===== src/sv/saa_pkg.sv =====
`timescale 1ns / 1ps
package saa_pkg;

  localparam int ITEM_W = 12;
  localparam int IDX_W  = 3;
  localparam int POS_W  = 11;

  localparam int DEF_ATLAS_SIDE  = 2048;
  localparam int DEF_MAX_ATLASES = 8;

  localparam logic [ITEM_W-1:0] ENTRY_LIMIT_RST = 12'd512;

  typedef enum logic [1:0] {
    STATUS_PLACED = 2'd0,
    STATUS_REJECT = 2'd1,
    STATUS_FULL   = 2'd2
  } status_t;

  // Outcome flags of one shelf step
  typedef struct packed {
    logic wrap;
    logic fit;
  } step_flags_t;

endpackage


===== src/sv/saa_if.sv =====
`timescale 1ns / 1ps
interface saa_in_if import saa_pkg::*; ();
  logic              valid;
  logic              ready;
  logic [ITEM_W-1:0] item_width;
  logic [ITEM_W-1:0] item_height;

  modport source (output valid, item_width, item_height, input ready);
  modport sink   (input valid, item_width, item_height, output ready);
endinterface

interface saa_out_if import saa_pkg::*; ();
  logic             valid;
  logic             ready;
  status_t          status;
  logic [IDX_W-1:0] atlas_index;
  logic [POS_W-1:0] pos_x;
  logic [POS_W-1:0] pos_y;

  modport source (output valid, status, atlas_index, pos_x, pos_y, input ready);
  modport sink   (input valid, status, atlas_index, pos_x, pos_y, output ready);
endinterface

interface saa_cfg_if import saa_pkg::*; ();
  logic              valid;
  logic              ready;
  logic [ITEM_W-1:0] entry_limit;

  modport source (output valid, entry_limit, input ready);
  modport sink   (input valid, entry_limit, output ready);
endinterface


===== src/sv/saa_shelf_unit.sv =====
`timescale 1ns / 1ps
module saa_shelf_unit import saa_pkg::*; #(
  parameter int ATLAS_SIDE = DEF_ATLAS_SIDE,
  parameter int CW         = $clog2(ATLAS_SIDE + 1)
) (
  input  logic [CW-1:0] cur_i,
  input  logic [CW-1:0] top_i,
  input  logic [CW-1:0] hgt_i,
  input  logic [CW-1:0] w_i,
  input  logic [CW-1:0] h_i,
  output step_flags_t   flags_o,
  output logic [CW-1:0] pos_x_o,
  output logic [CW-1:0] pos_y_o,
  output logic [CW-1:0] cur_o,
  output logic [CW-1:0] top_o,
  output logic [CW-1:0] hgt_o
);

  localparam logic [CW:0] SIDE = (CW + 1)'(ATLAS_SIDE);

  logic [CW:0]   cur_end;
  logic [CW:0]   top_wrap;
  logic [CW:0]   bot_end;
  logic [CW-1:0] cur_a;
  logic [CW-1:0] top_a;
  logic [CW-1:0] hgt_a;

  always_comb begin
    // Close the shelf when the width overruns the row
    cur_end       = {1'b0, cur_i} + {1'b0, w_i};
    flags_o.wrap  = cur_end > SIDE;
    top_wrap      = {1'b0, top_i} + {1'b0, hgt_i};
    cur_a         = flags_o.wrap ? '0 : cur_i;
    top_a         = flags_o.wrap ? top_wrap[CW-1:0] : top_i;
    hgt_a         = flags_o.wrap ? '0 : hgt_i;
    bot_end       = {1'b0, top_a} + {1'b0, h_i};
    flags_o.fit   = bot_end <= SIDE;
    pos_x_o       = cur_a;
    pos_y_o       = top_a;
    top_o         = top_a;
    cur_o         = flags_o.fit ? cur_a + w_i : cur_a;
    hgt_o         = (flags_o.fit && (h_i > hgt_a)) ? h_i : hgt_a;
  end

endmodule


===== src/sv/saa_shelf_store.sv =====
`timescale 1ns / 1ps
module saa_shelf_store import saa_pkg::*; #(
  parameter int ATLAS_SIDE  = DEF_ATLAS_SIDE,
  parameter int MAX_ATLASES = DEF_MAX_ATLASES,
  parameter int CW          = $clog2(ATLAS_SIDE + 1),
  parameter int AW          = (MAX_ATLASES > 1) ? $clog2(MAX_ATLASES) : 1
) (
  input  logic          clk,
  input  logic          we_i,
  input  logic [AW-1:0] addr_i,
  input  logic [CW-1:0] cur_i,
  input  logic [CW-1:0] top_i,
  input  logic [CW-1:0] hgt_i,
  output logic [CW-1:0] cur_o,
  output logic [CW-1:0] top_o,
  output logic [CW-1:0] hgt_o
);

  // Entries are cleared when an atlas opens, so no reset is needed
  logic [CW-1:0] cur_mem [MAX_ATLASES];
  logic [CW-1:0] top_mem [MAX_ATLASES];
  logic [CW-1:0] hgt_mem [MAX_ATLASES];

  always_ff @(posedge clk) begin
    if (we_i) begin
      cur_mem[addr_i] <= cur_i;
      top_mem[addr_i] <= top_i;
      hgt_mem[addr_i] <= hgt_i;
    end
  end

  assign cur_o = cur_mem[addr_i];
  assign top_o = top_mem[addr_i];
  assign hgt_o = hgt_mem[addr_i];

endmodule


===== src/sv/shelf_atlas_allocator_top.sv =====
`timescale 1ns / 1ps
// Channel  Direction  Handshake      Payload
// in_ch    sink       valid/ready    item_width, item_height
// out_ch   source     valid/ready    status, atlas_index, pos_x, pos_y
// cfg_ch   sink       valid/ready    entry_limit (always ready)
//
// An item is accepted, then the shared shelf unit visits the open atlases
// (newest first), one per search step, and opens a new atlas when none takes
// the item; with every atlas open and none taking it, the result is full.
// A size reject shows its result the cycle after accept.
// Reset (rst_n, synchronous) closes every atlas and restores entry_limit.
// in_ch.ready stays low from accept until out_ch has handed over the result.
module shelf_atlas_allocator_top import saa_pkg::*; #(
  parameter int ATLAS_SIDE  = DEF_ATLAS_SIDE,
  parameter int MAX_ATLASES = DEF_MAX_ATLASES
) (
  input  logic       clk,
  input  logic       rst_n,
  saa_in_if.sink     in_ch,
  saa_out_if.source  out_ch,
  saa_cfg_if.sink    cfg_ch
);

  localparam int CW = $clog2(ATLAS_SIDE + 1);
  localparam int AW = (MAX_ATLASES > 1) ? $clog2(MAX_ATLASES) : 1;
  localparam int NW = $clog2(MAX_ATLASES + 1);
  localparam logic [ITEM_W:0] SIDE_ITEM = (ITEM_W + 1)'(ATLAS_SIDE);
  localparam logic [NW-1:0]   MAX_N     = NW'(MAX_ATLASES);

  typedef enum logic [1:0] {
    S_IDLE,
    S_SEARCH,
    S_OUT
  } state_t;

  state_t            state_r, state_nxt;
  logic [ITEM_W-1:0] limit_r, limit_nxt;
  logic [NW-1:0]     open_r, open_nxt;
  logic [NW-1:0]     k_r, k_nxt;
  logic              fresh_r, fresh_nxt;
  logic [CW-1:0]     w_r, w_nxt;
  logic [CW-1:0]     h_r, h_nxt;
  status_t           status_r, status_nxt;
  logic [IDX_W-1:0]  aidx_r, aidx_nxt;
  logic [POS_W-1:0]  px_r, px_nxt;
  logic [POS_W-1:0]  py_r, py_nxt;

  logic [NW-1:0]     k_dec;
  logic [AW-1:0]     idx;
  logic              reject;
  logic [CW-1:0]     rd_cur, rd_top, rd_hgt;
  logic [CW-1:0]     u_cur, u_top, u_hgt;
  logic [CW-1:0]     n_cur, n_top, n_hgt;
  logic [CW-1:0]     pos_x, pos_y;
  step_flags_t       flags;
  logic              st_we;

  assign in_ch.ready     = (state_r == S_IDLE);
  assign cfg_ch.ready    = 1'b1;
  assign out_ch.valid    = (state_r == S_OUT);
  assign out_ch.status   = status_r;
  assign out_ch.atlas_index = aidx_r;
  assign out_ch.pos_x    = px_r;
  assign out_ch.pos_y    = py_r;

  // Visit atlases from the newest down; a fresh atlas sits at the open count
  assign k_dec = k_r - NW'(1);
  assign idx   = fresh_r ? open_r[AW-1:0] : k_dec[AW-1:0];
  assign st_we = (state_r == S_SEARCH);

  // A fresh atlas enters the unit cleared, so it always takes the item
  assign u_cur = fresh_r ? '0 : rd_cur;
  assign u_top = fresh_r ? '0 : rd_top;
  assign u_hgt = fresh_r ? '0 : rd_hgt;

  assign reject = (in_ch.item_width == '0) || (in_ch.item_height == '0) ||
                  (in_ch.item_width > limit_r) || (in_ch.item_height > limit_r) ||
                  ({1'b0, in_ch.item_width} > SIDE_ITEM) ||
                  ({1'b0, in_ch.item_height} > SIDE_ITEM);

  saa_shelf_store #(
    .ATLAS_SIDE  (ATLAS_SIDE),
    .MAX_ATLASES (MAX_ATLASES),
    .CW          (CW),
    .AW          (AW)
  ) u_store (
    .clk    (clk),
    .we_i   (st_we),
    .addr_i (idx),
    .cur_i  (n_cur),
    .top_i  (n_top),
    .hgt_i  (n_hgt),
    .cur_o  (rd_cur),
    .top_o  (rd_top),
    .hgt_o  (rd_hgt)
  );

  saa_shelf_unit #(
    .ATLAS_SIDE (ATLAS_SIDE),
    .CW         (CW)
  ) u_unit (
    .cur_i   (u_cur),
    .top_i   (u_top),
    .hgt_i   (u_hgt),
    .w_i     (w_r),
    .h_i     (h_r),
    .flags_o (flags),
    .pos_x_o (pos_x),
    .pos_y_o (pos_y),
    .cur_o   (n_cur),
    .top_o   (n_top),
    .hgt_o   (n_hgt)
  );

  always_comb begin
    state_nxt  = state_r;
    limit_nxt  = limit_r;
    open_nxt   = open_r;
    k_nxt      = k_r;
    fresh_nxt  = fresh_r;
    w_nxt      = w_r;
    h_nxt      = h_r;
    status_nxt = status_r;
    aidx_nxt   = aidx_r;
    px_nxt     = px_r;
    py_nxt     = py_r;

    if (cfg_ch.valid) begin
      limit_nxt = cfg_ch.entry_limit;
    end

    unique case (state_r)
      S_IDLE: begin
        if (in_ch.valid) begin
          // Sides are at most the atlas side once past the reject check
          w_nxt      = CW'(in_ch.item_width);
          h_nxt      = CW'(in_ch.item_height);
          k_nxt      = open_r;
          fresh_nxt  = (open_r == '0);
          status_nxt = STATUS_REJECT;
          aidx_nxt   = '0;
          px_nxt     = '0;
          py_nxt     = '0;
          state_nxt  = reject ? S_OUT : S_SEARCH;
        end
      end
      S_SEARCH: begin
        if (flags.fit) begin
          // Place here; narrow result fields keep their low bits
          status_nxt = STATUS_PLACED;
          aidx_nxt   = IDX_W'(idx);
          px_nxt     = POS_W'(pos_x);
          py_nxt     = POS_W'(pos_y);
          state_nxt  = S_OUT;
          if (fresh_r) begin
            open_nxt = open_r + NW'(1);
          end
        end else begin
          // Wrap is written back; go to the next older atlas, or past the oldest open a fresh one or report full
          k_nxt = k_dec;
          if (k_r == NW'(1)) begin
            if (open_r == MAX_N) begin
              status_nxt = STATUS_FULL;
              state_nxt  = S_OUT;
            end else begin
              fresh_nxt = 1'b1;
            end
          end
        end
      end
      S_OUT: begin
        if (out_ch.ready) begin
          fresh_nxt = 1'b0;
          state_nxt = S_IDLE;
        end
      end
      default: state_nxt = S_IDLE;
    endcase
  end

  always_ff @(posedge clk) begin
    if (!rst_n) begin
      state_r <= S_IDLE;
      limit_r <= ENTRY_LIMIT_RST;
      open_r  <= '0;
      k_r     <= '0;
      fresh_r <= 1'b0;
    end else begin
      state_r <= state_nxt;
      limit_r <= limit_nxt;
      open_r  <= open_nxt;
      k_r     <= k_nxt;
      fresh_r <= fresh_nxt;
    end
    w_r      <= w_nxt;
    h_r      <= h_nxt;
    status_r <= status_nxt;
    aidx_r   <= aidx_nxt;
    px_r     <= px_nxt;
    py_r     <= py_nxt;
  end

  // Open count never passes the atlas bound
  a_open_bound: assert property (@(posedge clk) disable iff (!rst_n)
    open_r <= MAX_N)
    else $error("open atlas count beyond bound");

  // Atlases only ever open, one per item at most
  a_open_grow: assert property (@(posedge clk) disable iff (!rst_n)
    (open_r != $past(open_r)) |-> (open_r == $past(open_r) + NW'(1)))
    else $error("open atlas count moved by other than one");

  // An unplaced result carries no position
  a_unplaced_zero: assert property (@(posedge clk) disable iff (!rst_n)
    (out_ch.valid && (out_ch.status != STATUS_PLACED)) |->
      (out_ch.atlas_index == '0 && out_ch.pos_x == '0 && out_ch.pos_y == '0))
    else $error("unplaced result with nonzero position");

  // A fresh atlas always takes the item in the same step
  a_fresh_fits: assert property (@(posedge clk) disable iff (!rst_n)
    (state_r == S_SEARCH && fresh_r) |=> (state_r == S_OUT && status_r == STATUS_PLACED))
    else $error("fresh atlas failed to place item");

endmodule


===== src/flat_wrapper.sv =====
// flat-port wrapper written by rule: the top's interface ports become plain ports
module shelf_atlas_allocator_top_flat import saa_pkg::*;
#(
  parameter int ATLAS_SIDE  = DEF_ATLAS_SIDE,
  parameter int MAX_ATLASES = DEF_MAX_ATLASES
)
  (clk, rst_n, in_ch_valid, in_ch_item_width, in_ch_item_height, in_ch_ready, out_ch_valid, out_ch_status, out_ch_atlas_index, out_ch_pos_x, out_ch_pos_y, out_ch_ready, cfg_ch_valid, cfg_ch_entry_limit, cfg_ch_ready);
  saa_in_if in_ch_i ();
  saa_out_if out_ch_i ();
  saa_cfg_if cfg_ch_i ();
  input  logic clk;
  input  logic rst_n;
  input wire logic [$bits(in_ch_i.valid)-1:0] in_ch_valid;
  input wire logic [$bits(in_ch_i.item_width)-1:0] in_ch_item_width;
  input wire logic [$bits(in_ch_i.item_height)-1:0] in_ch_item_height;
  output wire logic [$bits(in_ch_i.ready)-1:0] in_ch_ready;
  output wire logic [$bits(out_ch_i.valid)-1:0] out_ch_valid;
  output wire logic [$bits(out_ch_i.status)-1:0] out_ch_status;
  output wire logic [$bits(out_ch_i.atlas_index)-1:0] out_ch_atlas_index;
  output wire logic [$bits(out_ch_i.pos_x)-1:0] out_ch_pos_x;
  output wire logic [$bits(out_ch_i.pos_y)-1:0] out_ch_pos_y;
  input wire logic [$bits(out_ch_i.ready)-1:0] out_ch_ready;
  input wire logic [$bits(cfg_ch_i.valid)-1:0] cfg_ch_valid;
  input wire logic [$bits(cfg_ch_i.entry_limit)-1:0] cfg_ch_entry_limit;
  output wire logic [$bits(cfg_ch_i.ready)-1:0] cfg_ch_ready;
  assign in_ch_i.valid = in_ch_valid;
  assign in_ch_i.item_width = in_ch_item_width;
  assign in_ch_i.item_height = in_ch_item_height;
  assign in_ch_ready = in_ch_i.ready;
  assign out_ch_valid = out_ch_i.valid;
  assign out_ch_status = out_ch_i.status;
  assign out_ch_atlas_index = out_ch_i.atlas_index;
  assign out_ch_pos_x = out_ch_i.pos_x;
  assign out_ch_pos_y = out_ch_i.pos_y;
  assign out_ch_i.ready = out_ch_ready;
  assign cfg_ch_i.valid = cfg_ch_valid;
  assign cfg_ch_i.entry_limit = cfg_ch_entry_limit;
  assign cfg_ch_ready = cfg_ch_i.ready;
  shelf_atlas_allocator_top #(.ATLAS_SIDE(ATLAS_SIDE), .MAX_ATLASES(MAX_ATLASES)) u_core (.clk(clk), .rst_n(rst_n), .in_ch(in_ch_i), .out_ch(out_ch_i), .cfg_ch(cfg_ch_i));
endmodule

===== config.mk =====
export PLATFORM = sky130hd
export DESIGN_NAME = shelf_atlas_allocator_top_flat
export DESIGN_NICKNAME = d
export VERILOG_FILES = /design/src/sv/saa_pkg.sv /design/src/sv/saa_if.sv /design/src/sv/saa_shelf_unit.sv /design/src/sv/saa_shelf_store.sv /design/src/sv/shelf_atlas_allocator_top.sv /design/src/flat_wrapper.sv
export SDC_FILE = /design/constraint.sdc
export NUM_CORES = 1
export LEC_CHECK = 0
export ABC_AREA = 1
export BUFFER_PORTS_ARGS = -buffer_cell sky130_fd_sc_hd__buf_2
export CAP_MARGIN = 30
export CORE_AREA = 4 4 187 189
export DETAILED_ROUTE_END_ITERATION = 16
export DIE_AREA = 0 0 191 193
export PLACE_DENSITY = 0.75
export SETUP_SLACK_MARGIN = 0.4
export SLEW_MARGIN = 20
export SYNTH_ARGS = -nofsm -noshare
export SYNTH_HDL_FRONTEND = slang
export SYNTH_SLANG_ARGS = --single-unit

===== constraint.sdc =====
create_clock -name clk -period 8.6 [get_ports clk]
set_clock_uncertainty 0.1 [all_clocks]
set_input_delay 1.72 -clock clk [delete_from_list [all_inputs] [get_ports clk]]
set_output_delay 1.72 -clock clk [all_outputs]
set_load 0.01 [all_outputs]

==> Yosys cells after proc, flatten, opt, wreduce, memory -nomap -nowiden <==
Memory sizes are Yosys's and may differ from the RTL's.
Cells that the tools add are included.
{ "op_classes": {"n_addsub": 6, "magnitude_cmp": 7, "eq_ne": 12, "mux": 38, "reduce_logical": 19} }
{ "op_table": {"columns": ["cell", "n"], "rows": [
  ["12-bit two-way mux", 8],
  ["11-bit one-hot mux with 2 select lines", 2],
  ["12-bit greater-than comparator", 3],
  ["11-bit two-way mux", 3],
  ["12-bit by 12-bit adder with 13-bit output", 2],
  ["12-bit adder", 2],
  ["12-bit greater-than comparator, second input constant", 2],
  ["12-bit logical NOT", 2],
  ["2-bit two-way mux", 8],
  ["13-bit by 12-bit greater-than comparator with 1-bit output, second input constant", 1],
  ["13-bit by 12-bit less-or-equal comparator with 1-bit output, second input constant", 1],
  ["3-bit two-way mux", 3],
  ["3-bit AND reduction", 3],
  ["4-bit two-way mux", 2],
  ["2-bit inequality test, second input constant", 4],
  ["4-bit one-hot mux with 2 select lines", 1],
  ["4-bit AND reduction", 2],
  ["1-bit two-way mux", 7],
  ["3-bit by 2-bit inequality test with 1-bit output, second input constant", 2],
  ["2-bit one-hot mux with 3 select lines", 1],
  ["3-bit one-hot mux with 2 select lines", 1],
  ["6-bit AND reduction", 1],
  ["1-bit logical OR", 5],
  ["4-bit by 1-bit adder with 4-bit output, second input constant", 1],
  ["other kinds (14)", 15]
]} }
{ "word_totals": {"reg_bits": 74, "ramBits": 288, "input_bits": 41, "n_memories": 3} }
{ "memory_table": {"columns": ["memory", "words", "width", "rd", "rd_clocked_by_memory_dff", "write_ports", "line_no", "source"], "rows": [
  ["u_core.u_store.cur_mem", 8, 12, 1, 0, 1, "saa_shelf_store.sv:20", "logic [CW-1:0] cur_mem [MAX_ATLASES];"],
  ["u_core.u_store.hgt_mem", 8, 12, 1, 0, 1, "saa_shelf_store.sv:22", "logic [CW-1:0] hgt_mem [MAX_ATLASES];"],
  ["u_core.u_store.top_mem", 8, 12, 1, 0, 1, "saa_shelf_store.sv:21", "logic [CW-1:0] top_mem [MAX_ATLASES];"]
]} }

==> Depth between registers and ports, before layout <==
Gate-level depths: netlist (run 1).
An unclocked memory read counts as a cell.
{ "depth": {"depth_word": 11, "depth_mapped": 53} }

==> By module <==
From an unflattened synthesis (run 1), not the netlist that was laid out.
{ "unflattened": {"cells_unflattened": 2298, "area_unflattened_um2": 19633.8} }
{ "modules_own_cells": {"columns": ["mod", "n_inst", "cells_each", "area_each_um2"], "rows": [
  ["saa_shelf_store", 1, 1181, 12150.4],
  ["shelf_atlas_allocator_top", 1, 469, 3927.5],
  ["saa_shelf_unit", 1, 648, 3555.9]
]} }

==> Worst setup path after synthesis (run 1) <==
No wires, ideal clock.
{ "synth_path": {"kind": "register -> register", "from": "register u_core.k_r[0]", "to": "register u_core.aidx_r[0] (netlist: u_core.out_ch.atlas_index[0]), enable pin", "setup_ns": 0.407, "t_arrival_ns": 6.633, "required_time_ns": 8.093, "slack_ns": 1.460, "path_stages_with_launch": 47, "n_path_buf": 2, "period_less_slack_ns": 7.140, "cell_sequence": "dfxtp_1 > inv_1 > ha_1 > o21ai_4 > inv_4 > nand2_4 > inv_2 > buf_4 > a21oi_1 > and3_1 > ha_1 > inv_1 > fa_1 > inv_1 > nand3_1 > nand2_1 > nand3_1 > nand2_1 > [11 not listed] > ha_1 > inv_1 > fa_1 > inv_1 > nand2_1 > nand2_1 > nand2_1 > nand2_1 > nand3_1 > nor2_1 > nand3_1 > nor2_1 > nand2_1 > nand2_2 > nand2_2 > inv_1 > nor2_1 > nor2_1"} }
{ "synth_via": {"elab_chain_len": 11} }
{ "synth_lines": {"columns": ["element", "line_no", "source"], "rows": [
  ["start: declaration", "shelf_atlas_allocator_top.sv:39", "logic [NW-1:0] k_r, k_nxt;"],
  ["start signal: assignment", "shelf_atlas_allocator_top.sv:192", "k_r <= k_nxt;"],
  ["4-bit by 1-bit subtractor with 4-bit output (*)", "shelf_atlas_allocator_top.sv:67", "assign k_dec = k_r - NW'(1);"],
  ["3-bit two-way mux (*)", "shelf_atlas_allocator_top.sv:68", "assign idx = fresh_r ? open_r[AW-1:0] : k_dec[AW-1:0];"],
  ["memory 8 x 12 bit", null, null],
  ["12-bit two-way mux", "shelf_atlas_allocator_top.sv:72", "assign u_cur = fresh_r ? '0 : rd_cur;"],
  ["12-bit by 12-bit adder with 13-bit output", "saa_shelf_unit.sv:30", "cur_end = {1'b0, cur_i} + {1'b0, w_i};"],
  ["13-bit by 12-bit greater-than comparator with 1-bit output", "saa_shelf_unit.sv:31", "flags_o.wrap = cur_end > SIDE;"],
  ["12-bit two-way mux (*)", "saa_shelf_unit.sv:34", "top_a = flags_o.wrap ? top_wrap[CW-1:0] : top_i;"],
  ["net u_core.n_top[0]", "shelf_atlas_allocator_top.sv:53", "logic [CW-1:0] n_cur, n_top, n_hgt;"],
  ["12-bit by 12-bit adder with 13-bit output (*)", "saa_shelf_unit.sv:36", "bot_end = {1'b0, top_a} + {1'b0, h_i};"],
  ["13-bit by 12-bit less-or-equal comparator with 1-bit output (*)", "saa_shelf_unit.sv:37", "flags_o.fit = bot_end <= SIDE;"],
  ["2-bit by 1-bit inequality test with 1-bit output (no source line) (*)", null, null],
  ["3-bit AND reduction (no source line) (*)", null, null],
  ["end signal: assignment", "shelf_atlas_allocator_top.sv:198", "aidx_r <= aidx_nxt;"],
  ["end: declaration", "shelf_atlas_allocator_top.sv:44", "logic [IDX_W-1:0] aidx_r, aidx_nxt;"]
]} }
Mark *: on every way through the listed nets, which the timed path passes. The rest lies on a longest branch.
A chain may end at the register's enable or synchronous reset.

==> Worst setup path after layout (run 1) <==
{ "layout_path": {"from": "register u_core.k_r[0]", "to": "memory u_core.u_store.cur_mem[7][1] (netlist bit), data pin"} }
{ "layout_via": {"elab_chain_len": 10} }
{ "layout_lines": {"columns": ["element", "line_no", "source"], "rows": [
  ["4-bit by 1-bit subtractor with 4-bit output (*)", "shelf_atlas_allocator_top.sv:67", null],
  ["3-bit two-way mux (*)", "shelf_atlas_allocator_top.sv:68", null],
  ["memory 8 x 12 bit", null, null],
  ["12-bit two-way mux", "shelf_atlas_allocator_top.sv:72", null],
  ["12-bit by 12-bit adder with 13-bit output", "saa_shelf_unit.sv:30", null],
  ["13-bit by 12-bit greater-than comparator with 1-bit output", "saa_shelf_unit.sv:31", null],
  ["12-bit two-way mux (*)", "saa_shelf_unit.sv:34", null],
  ["net u_core.n_top[7]", "shelf_atlas_allocator_top.sv:53", null],
  ["12-bit by 12-bit adder with 13-bit output (*)", "saa_shelf_unit.sv:36", null],
  ["13-bit by 12-bit less-or-equal comparator with 1-bit output (*)", "saa_shelf_unit.sv:37", null],
  ["12-bit two-way mux (*)", "saa_shelf_unit.sv:41", "cur_o = flags_o.fit ? cur_a + w_i : cur_a;"],
  ["net u_core.n_cur[1]", "shelf_atlas_allocator_top.sv:53", null],
  ["end: declaration", "saa_shelf_store.sv:20", null]
]} }
Marked as above.

==> flow_summary.yaml, run 1 <==
layout:
  antennaDiodeCount: 0
  final_nets: 1916
  layout-drive-gt1-share_pct: 13.31
  fill_cells: 2636
  area_growth_pct: 11.63
  seqCellArea_mm2: 0.01064
  multiInputGateArea_mm2: 0.006513
global_routing:
  grt_max_degree: 88
  grt_pass1_wl_um: 71160
  grt_overflow_total: 0
  grt.total_usage_pct: 24.89
  grt_pass1_vias: 12540
  antenna_found_initial: 1
placed_design:
  hpwlAfterDp_um: 31000
  gp_congestion: 0.9524
  numPortBuffers: 69
die:
  floorplan.initialDensity_pct: 54.32
  rows: 67
  dieWidth_um: 191
  die_h_um: 193
  io_pins: 71
  die_area_mm2: 0.03686
  core_area_mm2: 0.03328
synthesis:
  synth.area.top_cells: "edfxtp_1, ha_1, nand2_1"
  synth.top_cell.area_share_pct: 56.31
  syn-instance-count: 1691
  synthDistinctLibCells: 53
  seq_area_frac_synth_pct: 58.86
  synth_edf_count: 339
  synth_flop_cell: "edfxtp_1"
  synth_fp_nets: 1826
  yosysTopAreaCell: "edfxtp_1"
  async_flop_share_pct: 0
  syn_area_per_cell_um2: 10.69
  netlist_area_mm2: 0.01808
  yosysWarnings: 0
  synth-seq-cells: 362
worst_setup_path:
  crit_start: "u_core.k_r[0]"
  rrSetupSlack_ns: 1.01
  worst_r2r_path_depth: 40
  r2r_end: "u_core.u_store.cur_mem[7][1]"
  path_class: "reg -> reg"
  cp.arrival_ns: 7.73
  cp-start-kind: "register"
  slowest_delay_ns: 0.55
  worstPathMaxFanout: 16
  endpoint_kind: "register"
  r2r-start: "u_core.k_r[0]"
  cp.required_ns: 8.75
  critPathSlowestCell: "o21bai_1"
  cpMostUsedCell: "nand2_1"
clocking:
  clk_latency_ns: 0.54
  cts_root_buf: "clkbuf_16"
  clkTransAtPathRegs_ns: 0.06
  cts_tree: "yes"
  holdBufCountCts: 0
  cts-buffers-inserted: 37
  h-tree-depth: 2
  cts.sinks: 362
  cts_buffer_depth: 3
routing:
  wl_per_cell_um: 20.52
  vias_per_cell: 5.811
  num_vias: 13120
  remaining_drc_errors: 0
  drt-total-wl_um: 46340
  drt_iter0_drc: 1382
  dr.pass1.iters: 5
  final_antenna_net_count: 0
timing:
  hold_viol_final: 0
  setup_viol: 0
  worst_pin_slew_ns: 0.7850
  maxSlewViolCount: 0
  timing.setup.tns_ns: 0
  fmax_mhz: 131.8
  max-slew-margin-rel_pct: 47.54
  rsz0062_at_grt: "false"
  period_needed_ns: 7.586
  period_share_pct: 88.21
worst_hold_path:
  holdPathStages: 2
  min_from: "u_core.open_r[3]"
  min_path_type: "reg -> reg"
  whs_endpoint: "u_core.open_r[3]"
flow_run:
  max_cap_viol_count: 0
status:
  outcome: "finished, final reports clean"
final cells by class:
class	instances	area share, %
clock inverters	23	0.7626
repair buffers	112	3.578
well taps	448	2.778
flip-flops and latches	362	52.73
clock buffers	45	4.948
inverters	156	2.927
multi-input cells	1112	32.27
cells by family after synthesis:
family,Yosys count,synth area share (%)
simple gates,640,15.07
flops,362,58.86
xor+xnor,31,1.502
compound gates,313,10.53
mux,33,1.827
other cells,1,0.02074
buf+inv,217,5.509
fa+ha+maj,94,6.672
metrics by stage:
stage	setup WS (ns)	util, %	area (um^2)	instances	hold slack [ns]
finish	1.014	60.63	20180	2258	0.4007
floorplan	1.460	-	18080	1691	0.3534
global placement	1.145	56.90	18940	2183	0.3734
global route	0.4855	60.63	20180	2258	0.4325
detailed placement	0.8776	56.90	18940	2183	0.3885
CTS	0.8526	60.37	20090	2251	0.3991
cells in the final DEF (no fill, tap or decap), types with 4 or more instances in the layout:
cell,instances
a2111o_1,4
a21boi_2,15
a21o_1,4
a21oi_1,100
a31oi_1,4
and3_1,7
buf_2,69
buf_4,38
clkbuf_1,6
clkbuf_16,40
clkinv_1,13
clkinv_2,8
dfxtp_1,22
edfxtp_1,339
fa_1,4
ha_1,90
inv_1,148
inv_2,5
mux2i_1,33
nand2_1,270
nand2_2,10
nand2_4,4
nand3_1,88
nand4_1,21
nor2_1,193
nor2_4,9
nor3_1,12
o211ai_1,5
o21ai_0,94
o21ai_1,17
o21ai_2,6
o21bai_1,5
o22ai_1,43
or2_2,17
xnor2_1,9
xor2_1,22
metal layers:
| layer | up-vias | global-route usage (%) | part of all wire [%] | wire length [um] |
|---|---|---|---|---|
| met3 | 55 | 3.655 | 9.3 | 4311 |
| met5 | - | 0 | 0 | 0 |
| li1 | 6111 | - | - | - |
| met4 | 0 | 5.442 | 1.8 | 845 |
| met2 | 633 | 40.96 | 47 | 21920 |
| met1 | 6322 | 35.68 | 42 | 19260 |
cells in the mapped netlist (all sizes together), types with 2 or more instances:
master,instances
edfxtp,339
nand2,284
nor2,203
inv,155
o21ai,119
a21oi,100
ha,90
nand3,89
buf,51
o22ai,43
mux2i,33
dfxtp,23
xor2,22
nand4,21
or2,17
a21boi,15
nor3,12
clkbuf,10
xnor2,9
o21bai,8
and3,7
o211ai,6
a2111o,4
a21o,4
a31oi,4
fa,4
nand3b,3
a22o,2
a22oi,2
and2,2
nor4,2
o21a,2
worst max-delay path, delay by kind of cell, from the launching register on:
family / cells / cell delay (ns)
AND/OR/NAND/NOR: 23 / 2.86
adder cells (fa/ha/maj): 4 / 1.45
buffers and inverters: 10 / 1.25
AO/OA/AOI/OAI: 3 / 1.13
flip-flops: 1 / 0.46
state kept, by name (all words and copies together) (netlist names):
name	count
u_core.state_r	2
u_core.out_ch.pos_y	11
u_core.u_store.cur_mem	96
u_core.h_r	12
u_core.k_r	4
u_core.open_r	4
u_core.u_store.hgt_mem	96
u_core.out_ch.atlas_index	3
u_core.limit_r	12
u_core.out_ch.pos_x	11
u_core.w_r	12
u_core.fresh_r	1
u_core.u_store.top_mem	96
u_core.out_ch.status	2
how the worst max path moves through the flow:
stage | endpoint | slack [ns] | cells after the start
floorplan | u_core.out_ch.atlas_index[0] | 1.46 | 46
global placement | u_core.out_ch.pos_y[6] | 1.14 | 46
detailed placement | u_core.out_ch.pos_y[9] | 0.88 | 46
CTS | u_core.out_ch.pos_y[10] | 0.85 | 46
global route | u_core.u_store.cur_mem[6][8] | 0.49 | 44
finish | u_core.u_store.cur_mem[7][1] | 1.01 | 40
what timing repair did:
item,CTS,global route
endpoints found under the setup margin,0,134
setup buffers,0,5
resized for setup,0,6
Power of run 1 is not shown: default switching activity piles up to over one toggle a cycle in this logic, so the estimate is an artifact.
==> run 2, diff against run 1 <==
--- a/config.mk
+++ b/config.mk
@@ -11,2 +11,3 @@
 export CORE_AREA = 4 4 187 189
+export CTS_CLUSTER_SIZE = 10
 export DETAILED_ROUTE_END_ITERATION = 16
--- a/constraint.sdc
+++ b/constraint.sdc
@@ -4,2 +4,2 @@
 set_output_delay 1.72 -clock clk [all_outputs]
-set_load 0.01 [all_outputs]
+set_load 0.02 [all_outputs]
==> run 2 against run 1 <==
Against the previous run: first-iteration DRC count decreased by 1.4%; worst hold slack improved by 0.0016 ns; global-route usage increased by 0.20 points; non-clock buffer count decreased by 1; via count about the same; critical path depth increased by 6; wire length decreased by 0.15%; utilization about the same; critical path type unchanged; critical endpoint is now u_core.u_store.cur_mem[2][1]; largest cell class unchanged.
==> flow_summary.yaml, run 2 (synthesized netlist as in run 1, its figures left out) <==
status:
  outcome: "finished, final reports clean"
routing:
  num_vias: 13130
  vias_per_cell: 5.849
  wl_per_cell_um: 20.61
  drt_iter0_drc: 1363
  remaining_drc_errors: 0
  final_antenna_net_count: 0
  drt-total-wl_um: 46270
  dr.pass1.iters: 5
timing:
  fmax_mhz: 131.7
  period_share_pct: 88.28
  worst_pin_slew_ns: 0.7728
  max-slew-margin-rel_pct: 48.14
  rsz0062_at_grt: "false"
  maxSlewViolCount: 0
  hold_viol_final: 0
  setup_viol: 0
  period_needed_ns: 7.592
  timing.setup.tns_ns: 0
layout:
  finalInstanceArea_mm2: 0.02018
  layout-drive-gt1-share_pct: 13.13
  antennaDiodeCount: 0
  final_common_cell: "edfxtp_1"
  final_cell_mix: "edfxtp_1, nand2_1, nor2_1, inv_1, a21oi_1"
  final_nets: 1920
  area_growth_pct: 11.66
  postLayoutCoreUtil_pct: 60.65
  reg_top3: "u_core.u_store.cur_mem: 96 flops, u_core.u_store.hgt_mem: 96 flops, u_core.u_store.top_mem: 96 flops"
clocking:
  clkTransAtPathRegs_ns: 0.05
  cts.sinks: 362
  clk_latency_ns: 0.54
  holdBufCountCts: 0
  cts_buffer_depth: 3
  h-tree-depth: 2
  cts_tree: "yes"
  cts_root_buf: "clkbuf_16"
  cts-buffers-inserted: 42
global_routing:
  grt.total_usage_pct: 25.09
  grt_overflow_total: 0
  grt_pass1_vias: 12680
  grt_max_degree: 88
  antenna_found_initial: 0
  grt_pass1_wl_um: 71700
worst_setup_path:
  worst_r2r_path_depth: 46
  cpMostUsedCell: "nand2_1"
  critPathSlowestCell: "o21bai_1"
  slowest_delay_ns: 0.56
  cp.required_ns: 8.75
  endpoint_kind: "register"
  worstPathMaxFanout: 87
  cp-start-kind: "register"
  cp.arrival_ns: 7.74
  path_class: "reg -> reg"
placed_design:
  gp_congestion: 0.9524
  numPortBuffers: 69
  dpl_cell_area_mm2: 0.01894
  hpwlAfterDp_um: 31000
die:
  die_h_um: 193
  dieWidth_um: 191
  rows: 67
  die_area_mm2: 0.03686
  io_pins: 71
  floorplan.initialDensity_pct: 54.32
  core_area_mm2: 0.03328
flow_run:
  max_cap_viol_count: 0
worst_hold_path:
  holdPathStages: 2
  min_path_type: "reg -> reg"
[run 2: cell types whose count changed in the layout (fill, tap and decap cells not counted)]
cell | previous run | this run
buf_16 | 0 | 1
buf_6 | 1 | 0
bufinv_16 | 2 | 0
clkbuf_1 | 6 | 9
clkbuf_16 | 40 | 45
clkinv_1 | 13 | 2
clkinv_2 | 8 | 1
inv_2 | 5 | 6
inv_4 | 2 | 1
inv_6 | 1 | 0
[run 2: path summary, 6_finish.rpt]
kind,from,endpoint,slack (ns)
setup / recovery,u_core.fresh_r,u_core.u_store.cur_mem[2][1],1.01
hold / removal,u_core.open_r[3],u_core.open_r[3],0.40
setup reg to reg,u_core.fresh_r,u_core.u_store.cur_mem[2][1],1.01
hold reg to reg,u_core.open_r[3],u_core.open_r[3],0.40
[run 2: cell type report]
class                      instances  area [um^2]
multi-input combinational       1112         6513
tap                              448        560.5
timing repair buffer             111        713.2
inverter                         156        588.1
clock buffer                      54         1160
fill                            2662        13100
clock inverter                     2        8.758
sequential                       362        10640
[run 2: critical path: cells and delay by family, from the launching register on]
kind,cells,cell delay [ns]
buffers and inverters,10,1.58
AOI/OAI and AO/OA,4,0.97
and+or+nand+nor,28,2.72
DFF,1,0.48
adders and majority gates,4,1.38
[run 2: routing by layer]
metal	global-route usage, %	routed length (um)
met5	0	0
met4	5.331	905
met3	4.033	4511
met2	41.76	21780
met1	35.39	19080
[run 2: stage by stage]
| stage | cells | hold WS (ns) | setup slack, ns |
|---|---|---|---|
| finish | 2245 | 0.4023 | 1.008 |
| floorplan | 1691 | 0.3534 | 1.460 |
| global route | 2245 | 0.4317 | 0.4167 |
| CTS | 2239 | 0.3985 | 0.8635 |
| detailed placement | 2183 | 0.3885 | 0.8776 |
| global placement | 2183 | 0.3734 | 1.145 |
[run 2: what timing repair did]
item / in CTS / in global routing
endpoints found under the setup margin: 0 / 96
buffers inserted: 0 / 5
resized for setup: 0 / 3
Power of run 2 is left out for the same reason.
